<file path="src/rtl/core/kss_pkg.sv">
`timescale 1ns / 1ps

package kss_pkg;

    localparam int MAX_ROWS = 16;
    localparam int MAX_COLS = 16;
    localparam int CAPACITY = MAX_ROWS * MAX_COLS;

    localparam int DATA_W = 32;
    localparam int ROW_W = $clog2(MAX_ROWS + 1);
    localparam int COL_W = $clog2(MAX_COLS);
    localparam int ADDR_W = $clog2(CAPACITY);
    localparam int CNT_W = $clog2(CAPACITY + 1);
    localparam int DIM_W = 5;
    localparam int K_W = 9;
    localparam int LIN_W = ROW_W + DIM_W + 1;

    localparam logic signed [DATA_W-1:0] INT_MAX = 32'sh7FFF_FFFF;
    localparam logic signed [DATA_W-1:0] NO_RESULT = -32'sd1;

    localparam logic [1:0] REG_ROWS = 2'd0;
    localparam logic [1:0] REG_COLS = 2'd1;
    localparam logic [1:0] REG_K = 2'd2;

    typedef struct packed {
        logic signed [DATA_W-1:0] value;
        logic [ROW_W-1:0]         row;
        logic [COL_W-1:0]         col;
    } heap_entry_t;

    typedef struct packed {
        logic [DIM_W-1:0] nr;
        logic [DIM_W-1:0] nc;
        logic [K_W-1:0]   k;
    } sel_cfg_t;

    typedef struct packed {
        logic                     done;
        logic signed [DATA_W-1:0] result;
    } sel_status_t;

endpackage

</file>
<file path="src/rtl/core/kss_select.sv">
`timescale 1ns / 1ps

module kss_select
(
    input  logic                              clk,
    input  logic                              rst_n,
    input  logic                              start,
    input  kss_pkg::sel_cfg_t                 cfg,
    input  logic                              done_ack,
    output logic [kss_pkg::ADDR_W-1:0]        mat_raddr,
    input  logic signed [kss_pkg::DATA_W-1:0] mat_rdata,
    output kss_pkg::sel_status_t              status
);

    typedef enum logic [12:0]
    {
        ST_IDLE     = 13'b0000000000001,
        ST_FILL_RD  = 13'b0000000000010,
        ST_FILL_WR  = 13'b0000000000100,
        ST_SIFT_LD  = 13'b0000000001000,
        ST_SIFT_CUR = 13'b0000000010000,
        ST_RD_L     = 13'b0000000100000,
        ST_CMP_L    = 13'b0000001000000,
        ST_CMP_R    = 13'b0000010000000,
        ST_STORE    = 13'b0000100000000,
        ST_POP_RD   = 13'b0001000000000,
        ST_POP_TOP  = 13'b0010000000000,
        ST_POP_MAT  = 13'b0100000000000,
        ST_DONE     = 13'b1000000000000
    } state_t;

    localparam int HEAP_DEPTH = kss_pkg::MAX_COLS;

    state_t state_reg, state_next;
    logic [kss_pkg::COL_W-1:0] idx_reg, idx_next;
    logic [kss_pkg::COL_W-1:0] pos_reg, pos_next;
    logic [kss_pkg::COL_W-1:0] best_idx_reg, best_idx_next;
    logic [kss_pkg::K_W-1:0] k_reg, k_next;
    logic build_reg, build_next;
    kss_pkg::heap_entry_t cur_reg, cur_next;
    kss_pkg::heap_entry_t best_reg, best_next;
    logic signed [kss_pkg::DATA_W-1:0] res_reg, res_next;

    kss_pkg::heap_entry_t heap_mem [HEAP_DEPTH];
    kss_pkg::heap_entry_t heap_rdata_reg;
    logic [kss_pkg::COL_W-1:0] heap_raddr;
    logic [kss_pkg::COL_W-1:0] heap_waddr;
    kss_pkg::heap_entry_t heap_wdata;
    logic heap_we;

    logic [kss_pkg::COL_W:0] lc;
    logic [kss_pkg::COL_W+1:0] rc;
    logic lc_ok;
    logic rc_ok;
    logic cmp_gt;
    logic [kss_pkg::ROW_W-1:0] row_p1;
    logic row_ok;
    logic [kss_pkg::LIN_W-1:0] pop_lin;

    assign lc = {pos_reg, 1'b1};
    assign rc = {1'b0, pos_reg, 1'b0} + (kss_pkg::COL_W+2)'(2);
    assign lc_ok = (kss_pkg::DIM_W'(lc) < cfg.nc);
    assign rc_ok = (rc < (kss_pkg::COL_W+2)'(cfg.nc));

    // Shared compare unit for every sift step.
    assign cmp_gt = (best_reg.value > heap_rdata_reg.value);

    assign row_p1 = heap_rdata_reg.row + kss_pkg::ROW_W'(1);
    assign row_ok = (kss_pkg::DIM_W'(row_p1) < cfg.nr);
    assign pop_lin = kss_pkg::LIN_W'(row_p1) * kss_pkg::LIN_W'(cfg.nc)
                   + kss_pkg::LIN_W'(heap_rdata_reg.col);

    always_ff @(posedge clk)
    begin
        if (heap_we)
        begin
            heap_mem[heap_waddr] <= heap_wdata;
        end
        heap_rdata_reg <= heap_mem[heap_raddr];
    end

    always_comb
    begin
        state_next = state_reg;
        idx_next = idx_reg;
        pos_next = pos_reg;
        best_idx_next = best_idx_reg;
        k_next = k_reg;
        build_next = build_reg;
        cur_next = cur_reg;
        best_next = best_reg;
        res_next = res_reg;
        heap_raddr = '0;
        heap_waddr = pos_reg;
        heap_wdata = cur_reg;
        heap_we = 1'b0;
        mat_raddr = '0;

        unique case (state_reg)
            ST_IDLE:
            begin
                if (start)
                begin
                    idx_next = '0;
                    res_next = kss_pkg::NO_RESULT;
                    k_next = cfg.k;
                    build_next = 1'b0;
                    state_next = ST_FILL_RD;
                end
            end
            ST_FILL_RD:
            begin
                mat_raddr = kss_pkg::ADDR_W'(idx_reg);
                state_next = ST_FILL_WR;
            end
            ST_FILL_WR:
            begin
                heap_we = 1'b1;
                heap_waddr = idx_reg;
                heap_wdata.value = mat_rdata;
                heap_wdata.row = '0;
                heap_wdata.col = idx_reg;
                if (kss_pkg::DIM_W'(idx_reg) == cfg.nc - kss_pkg::DIM_W'(1))
                begin
                    idx_next = kss_pkg::COL_W'(cfg.nc >> 1);
                    build_next = 1'b1;
                    state_next = ST_SIFT_LD;
                end
                else
                begin
                    idx_next = idx_reg + kss_pkg::COL_W'(1);
                    state_next = ST_FILL_RD;
                end
            end
            ST_SIFT_LD:
            begin
                heap_raddr = idx_reg;
                pos_next = idx_reg;
                state_next = ST_SIFT_CUR;
            end
            ST_SIFT_CUR:
            begin
                cur_next = heap_rdata_reg;
                state_next = ST_RD_L;
            end
            ST_RD_L:
            begin
                best_next = cur_reg;
                best_idx_next = pos_reg;
                heap_raddr = lc[kss_pkg::COL_W-1:0];
                state_next = lc_ok ? ST_CMP_L : ST_STORE;
            end
            ST_CMP_L:
            begin
                if (cmp_gt)
                begin
                    best_next = heap_rdata_reg;
                    best_idx_next = lc[kss_pkg::COL_W-1:0];
                end
                heap_raddr = rc[kss_pkg::COL_W-1:0];
                state_next = rc_ok ? ST_CMP_R : ST_STORE;
            end
            ST_CMP_R:
            begin
                if (cmp_gt)
                begin
                    best_next = heap_rdata_reg;
                    best_idx_next = rc[kss_pkg::COL_W-1:0];
                end
                state_next = ST_STORE;
            end
            ST_STORE:
            begin
                heap_we = 1'b1;
                if (best_idx_reg == pos_reg)
                begin
                    heap_wdata = cur_reg;
                    if (build_reg)
                    begin
                        if (idx_reg == '0)
                        begin
                            build_next = 1'b0;
                            state_next = ST_POP_RD;
                        end
                        else
                        begin
                            idx_next = idx_reg - kss_pkg::COL_W'(1);
                            state_next = ST_SIFT_LD;
                        end
                    end
                    else
                    begin
                        k_next = k_reg - kss_pkg::K_W'(1);
                        state_next = ST_POP_RD;
                    end
                end
                else
                begin
                    heap_wdata = best_reg;
                    pos_next = best_idx_reg;
                    state_next = ST_RD_L;
                end
            end
            ST_POP_RD:
            begin
                heap_raddr = '0;
                state_next = (k_reg == '0) ? ST_DONE : ST_POP_TOP;
            end
            ST_POP_TOP:
            begin
                res_next = heap_rdata_reg.value;
                pos_next = '0;
                cur_next.col = heap_rdata_reg.col;
                if (row_ok)
                begin
                    mat_raddr = pop_lin[kss_pkg::ADDR_W-1:0];
                    cur_next.value = heap_rdata_reg.value;
                    cur_next.row = row_p1;
                    state_next = ST_POP_MAT;
                end
                else
                begin
                    cur_next.value = kss_pkg::INT_MAX;
                    cur_next.row = kss_pkg::ROW_W'(cfg.nr);
                    state_next = ST_RD_L;
                end
            end
            ST_POP_MAT:
            begin
                cur_next.value = mat_rdata;
                state_next = ST_RD_L;
            end
            ST_DONE:
            begin
                if (done_ack)
                begin
                    state_next = ST_IDLE;
                end
            end
            default:
            begin
                state_next = ST_IDLE;
            end
        endcase
    end

    always_ff @(posedge clk or negedge rst_n)
    begin
        if (!rst_n)
        begin
            state_reg <= ST_IDLE;
            idx_reg <= '0;
            pos_reg <= '0;
            best_idx_reg <= '0;
            k_reg <= '0;
            build_reg <= 1'b0;
        end
        else
        begin
            state_reg <= state_next;
            idx_reg <= idx_next;
            pos_reg <= pos_next;
            best_idx_reg <= best_idx_next;
            k_reg <= k_next;
            build_reg <= build_next;
        end
    end

    always_ff @(posedge clk)
    begin
        cur_reg <= cur_next;
        best_reg <= best_next;
        res_reg <= res_next;
    end

    assign status.done = (state_reg == ST_DONE);
    assign status.result = res_reg;

endmodule

</file>
<file path="config.mk">
export PLATFORM = sky130hd
export DESIGN_NAME = kss_select
export DESIGN_NICKNAME = d
export VERILOG_FILES = /design/src/rtl/core/kss_pkg.sv /design/src/rtl/core/kss_select.sv
export SDC_FILE = /design/constraint.sdc
export NUM_CORES = 1
export LEC_CHECK = 0
export BUFFER_PORTS_ARGS = -buffer_cell sky130_fd_sc_hd__buf_4
export CORE_MARGIN = 2
export CORE_UTILIZATION = 32
export DETAILED_ROUTE_END_ITERATION = 6
export SKIP_CTS_REPAIR_TIMING = 1
export SLEW_MARGIN = 15
export SYNTH_ARGS = -nofsm -noshare
export SYNTH_HDL_FRONTEND = slang
export SYNTH_SLANG_ARGS = --single-unit
</file>
<file path="constraint.sdc">
create_clock -name clk -period 6.5 [get_ports clk]
set_input_delay 0.65 -clock clk [delete_from_list [all_inputs] [get_ports clk]]
set_output_delay 0.65 -clock clk [all_outputs]
set_load 0.03 [all_outputs]
</file>
# [After elaboration in Yosys (flattened, before gate mapping)]
# Memory sizes are Yosys's and may differ from the RTL's. A register that Yosys moved wholly into a read port is not among the register bits.
# Cells that the tools add are included.
[op_classes] mux=48 eq_ne=26 n_mul=1 n_reduce_logical=21 n_addsub=7 n_lt_le_gt_ge=4
[op_table] cell="$pmux W41 S2" count=2
[op_table] cell="$pmux W13 S12" count=1
[op_table] cell="$pmux W32 S3" count=1
[op_table] cell="$mux W41" count=2
[op_table] cell="$mux W13" count=5
[op_table] cell="$pmux W32 S2" count=1
[op_table] cell="$pmux W4 S3" count=4
[op_table] cell="$mux W9" count=5
[op_table] cell="$mux W4" count=10
[op_table] cell="$mux W37" count=1
[op_table] cell="$pmux W9 S2" count=2
[op_table] cell="$gt A32 B32 Y1" count=1
[op_table] cell="$mux W32" count=1
[op_table] cell="$ne A2 B2 Y1 const B" count=10
[op_table] cell="$pmux W8 S2" count=1
[op_table] cell="$eq A13 B1 Y1 const B" count=1
[op_table] cell="$eq A13 B10 Y1 const B" count=1
[op_table] cell="$eq A13 B11 Y1 const B" count=1
[op_table] cell="$eq A13 B12 Y1 const B" count=1
[op_table] cell="$eq A13 B13 Y1 const B" count=1
[op_table] cell="$eq A13 B2 Y1 const B" count=1
[op_table] cell="$eq A13 B3 Y1 const B" count=1
[op_table] cell="$eq A13 B4 Y1 const B" count=1
[op_table] cell="$eq A13 B5 Y1 const B" count=1
[op_table] cell="other kinds (31)" count=51
[word_totals] mem_count=1 output_inout_bits=41 ram_bits=656 in_bits=55 regBits=149
[mem_list] memory="heap_mem" depth=16 word_bits=41 read_ports=1 rd_clocked_by_memory_dff=1 wr=1 line="kss_select.sv:44" rtl="kss_pkg::heap_entry_t heap_mem [HEAP_DEPTH];"

# [Logic depth before layout (Yosys ltp)]
[logic_depth] word_depth=5 mapped_depth=16 mapped_depth_nobuf=15

# [Worst setup path before layout]
# OpenSTA, ideal clock, no wires.
[synth_path] kind="flip-flop to flip-flop" startpoint="reg state_reg[2]" endpoint="reg best_reg[0] in the netlist's numbering (enable)" t_required_ps=6004 path_slack_ps=1095 arrival_time_ps=4909 setup_time_ps=496 period_less_slack_ps=5405 path_stages_with_launch=9 path_cell_list="dfrtp_1 or4_1 buf_2 nor4_4 nand2_1 nand2_1 clkbuf_1 nand2_1 o21ai_0"
[synth_between] elab_chain_cells=4 word_cells_on_any_way=7 classes_between="4 x eq/ne; 3 x reduce/logical"
[synth_rtl] element="start: declaration" line="kss_select.sv:34" rtl="state_t state_reg, state_next;"
[synth_rtl] element="start signal: assignment" line="kss_select.sv:260" rtl="state_reg <= state_next;"
[synth_rtl] element="$eq A13 B8 Y1 / $eq A13 B7 Y1 (equally long branches)" line="kss_select.sv:99" rtl="unique case (state_reg)"
[synth_rtl] element="$reduce_or A2 Y1 (no source line)"
[synth_rtl] element="$ne A2 B1 Y1 (no source line) / $reduce_bool A2 Y1 (equally long branches)"
[synth_rtl] element="$reduce_and A2 Y1 (no source line) *"
[synth_rtl] element="end signal: assignment" line="kss_select.sv:272" rtl="best_reg <= best_next;"
[synth_rtl] element="end: declaration" line="kss_select.sv:41" rtl="kss_pkg::heap_entry_t best_reg, best_next;"
# Mark *: on every way between the ends. The rest lies on a longest branch, timed or not.
# A chain may end at the register's enable or synchronous reset.

# [Final worst setup path]
[layout_path] startpoint="reg heap_rdata_reg[4] (netlist name)" endpoint="out mat_raddr[7] in the netlist's numbering"
[layout_between] elab_chain_cells=5 word_cells_on_any_way=6 classes_between="2 x add/sub; 1 x mul; 1 x order compare; 2 x mux"
[layout_rtl] element="$add A5 B1 Y5 *" line="kss_select.sv:68" rtl="assign row_p1 = heap_rdata_reg.row + kss_pkg::ROW_W'(1);"
[layout_rtl] element="$mul A5 B5 Y8" line="kss_select.sv:70" rtl="assign pop_lin = kss_pkg::LIN_W'(row_p1) * kss_pkg::LIN_W'(cfg.nc)"
[layout_rtl] element="$add A8 B4 Y8" line="kss_select.sv:71" rtl="+ kss_pkg::LIN_W'(heap_rdata_reg.col);"
[layout_rtl] element="$mux W8 *" line="kss_select.sv:214" rtl="if (row_ok)"
[layout_rtl] element="$pmux W8 S2 *" line="kss_select.sv:99"
[layout_rtl] element="end: declaration" line="kss_select.sv:10" rtl="output logic [kss_pkg::ADDR_W-1:0] mat_raddr,"
# Marked as above.

==> results.md <==
- Status: complete, but fails checks
- Violated checks: hold timing
- Reg with most FFs: heap_mem
- H-tree Lvls: 3
- Number of global-route vias before repair: 21,160
- Fillers: 10,659
- RSZ-0062 raised after global routing: no
- Crit. path cell count: 14
- CP Cell Sequence: ha_1 > xor2_1 > nand2_1 > fa_1 > fa_1 > fa_1 > inv_1 > ha_1 > a21oi_1 > o21bai_1 > a21oi_1 > xnor2_1 > nor2_1 > buf_4
- Reg2reg path depth: 8
- Buf+Inv Stages, Crit Path: 2
- Critical Path Most Common Cell: fa_1
- Cell area after layout: 41,800 um2
- Pre-Repair DR Iteration Count: 6
- Die Height: 340 um
- CP max stage cell: dfxtp_1
- Final WL: 96,200 um
- Die Width: 340 um
- Avg Inst Size Synth: 14.8 um2
- Syn_nets: 2,581
- HP Class: primary input to asynchronous set/reset pin
- CTS sink cnt: 846
- Vias: 21,572
- Post-Synthesis Cell Area: 36,200 um2
- CP Launch Type: flop
- Die area: 116,000 um2
- Slew @ Worst Pin: 1.18 ns
- Fraction of registers with async set/reset: 4.14%
- EDFF count, synth: 770
- # Max-Cap Violations: 0
- Part of the Yosys area used for sequential elements: 68.6%
- Top delay family on crit path: adder cells
- Max-Slew Margin vs Limit: 21.3%
- Clock buffer depth: 3
- Crit path DAT: 4.74 ns
- Syn. warnings: 0
- Multi-input logic area: 10,700 um2
- Antenna viol nets, final: 0
- Initial antenna violation count: 1
- Top_reg_cell synth: edfxtp_1
- Syn-to-layout area delta: 15.4%
- Max FFs per register: 656
- DR vias/cell: 5.22
- Layout Cells excl Fill: 4,132
- CP max FO: 11
- Crit end category: primary output
- Static leakage: 13.8 nW
- Min cycle time layout: 5.39 ns
- Diodes inserted: 0
- Sequential cell area: 24,800 um2
- Clock transition at the registers of the reported paths: 0.06 ns
- Detail Placement HPWL: 56,400 um
- Hold Vio Cnt, Final: 23
- # port buffers: 95
- DRC: 0
- First-pass GRT wire length: 142,000 um
- Flops & latches, synth: 846
- Hold_ws: -0.0127 ns
- Max IR drop VDD: 253 uV
- Post-Synthesis Cells: 2,450
- NumNets Final: 2,691
- Crit Path Category: flop to primary output
- GP Congestion: 0.867
- Max Slew Vio Count: 0
- Pin count of the biggest net entering global routing: 78
- Dpl cells: 3,969
- Fmax: 0.186 GHz
- Worst clock skew: 0.0337 ns
- Total CTS buffers: 88
- Skew-Pair Late Insertion Delay: 0.65 ns
- I/O pins: 96
- Yosys cell types: 70
- Starting Density: 32.2%
- Routed len/inst: 23.3 um
- Final core utilization: 37.2%
- GRT Total Usage: 16.4%
- Crit-path max cell delay: 0.55 ns
- Part of the cycle the worst path needs: 82.9%
- Core Box Area: 112,000 um2
- Setup TNS: 0 ns
- CTS tree: built
- Total grt overflow: 0
- P per Cell Area: 295 nW/um2
- # rows: 123
- Drt first-iter violations: 1,990
- Root Driver: clkbuf_16
- CP required: 5.85 ns
- DP Area: 38,800 um2
- Layout cells sized above 1: 13.1%
- Setup violators final: 0
-- kinds of logic (layout without fill, tap and decap cells) --
| family | count (synthesis) | count (layout) | synth area share [%] |
|---|---|---|---|
| buf+inv | 211 | 393 | 2.75 |
| compound gates | 420 | 420 | 7.96 |
| flops | 846 | 846 | 68.6 |
| fa+ha+maj | 76 | 76 | 2.88 |
| mux | 419 | 419 | 11.6 |
| simple gates | 452 | 452 | 5.60 |
| xor+xnor | 26 | 26 | 0.629 |
-- Yosys cell counts (all sizes together) (10+ instances only) --
cell type	number	share of area [%]
mux2i	409	11
nand2	269	2.8
xor2	12	0.29
nor3	22	0.30
dfrtp	34	2.4
o21ai	67	0.93
a22o	13	0.31
xnor2	14	0.34
inv	76	0.79
a21oi	84	1.2
dfxtp	41	2.3
ha	64	2.2
o211ai	32	0.66
nor2	63	0.66
and2	18	0.31
edfxtp	770	64
o2bb2ai	39	0.94
fa	12	0.66
a22oi	41	0.85
mux2	10	0.31
nand4	11	0.19
a221oi	39	0.94
nand3	15	0.21
buf	65	1.2
o22ai	42	0.73
clkbuf	70	0.73
-- report_power, final --
group          total [mW]  internal, mW  switching [mW]
Clock                5.07          2.97            2.10
Combinational        1.02         0.327           0.697
Sequential           6.22          6.11           0.101
-- worst paths after layout --
| path | from | endpoint | slack, ns |
|---|---|---|---|
| worst max-delay path | heap_rdata_reg[4]$_DFF_P_ | mat_raddr[7] | 1.11 |
| worst min-delay path | rst_n | idx_reg[3]$_DFFE_PN0P_ | -0.01 |
| worst max register to register | state_reg[5]$_DFFE_PN0P_ | heap_mem[15][38]$_DFFE_PP_ | 1.89 |
| worst min register to register | heap_rdata_reg[3]$_DFF_P_ | cur_reg[3]$_DFFE_PP_ | 0.43 |
| max in group asynchronous | rst_n | state_reg[0]$_DFFE_PN1P_ | 6.14 |
| min in group clk | done_ack | state_reg[12]$_DFFE_PN0P_ | 0.22 |
-- layout by cell type (no fill, tap or decap), drive strengths merged, types with 41 or more instances in the layout --
cell type    n
a22oi       41
buf        155
o21ai       67
edfxtp     770
mux2i      409
clkbuf     106
a21oi       84
dfxtp       41
ha          64
nand2      269
o22ai       42
nor2        63
inv         79
-- layer usage --
metal / routed length (um) / GRT usage [%]
met1: 44300 / 23.9
met2: 41900 / 24.8
met3: 7450 / 3.23
met4: 2540 / 4.67
met5: 13 / 0
-- metrics by stage --
step           power, mW  setup slack [ns]
3_3_place_gp        7.33              1.80
3_5_place_dp        7.35              1.73
5_1_grt             12.7             0.770
6_report            12.3              1.11
4_1_cts             12.4              1.05
2_1_floorplan       6.95              1.09
-- worst register-to-register path: stages (launching register included) --
cell and delay (ns):
dfrtp_1 0.42, nor3_1 0.56, nand4_1 0.33, nor3b_2 0.23
buf_4 0.70, and2_1 0.33, a32oi_1 0.26, nor2_4 0.95
buf_4 0.50
-- final cells by class --
cell class | count | share of cell area, %
inverters | 76 | 0.683
repair buffers | 155 | 2.95
clock buffers | 106 | 5.51
flip-flops and latches | 846 | 59.4
multi-input cells | 1393 | 25.5
clock inverters | 56 | 1.44
well taps | 1500 | 4.49
Note: power is estimated with default switching activity, not from simulation.
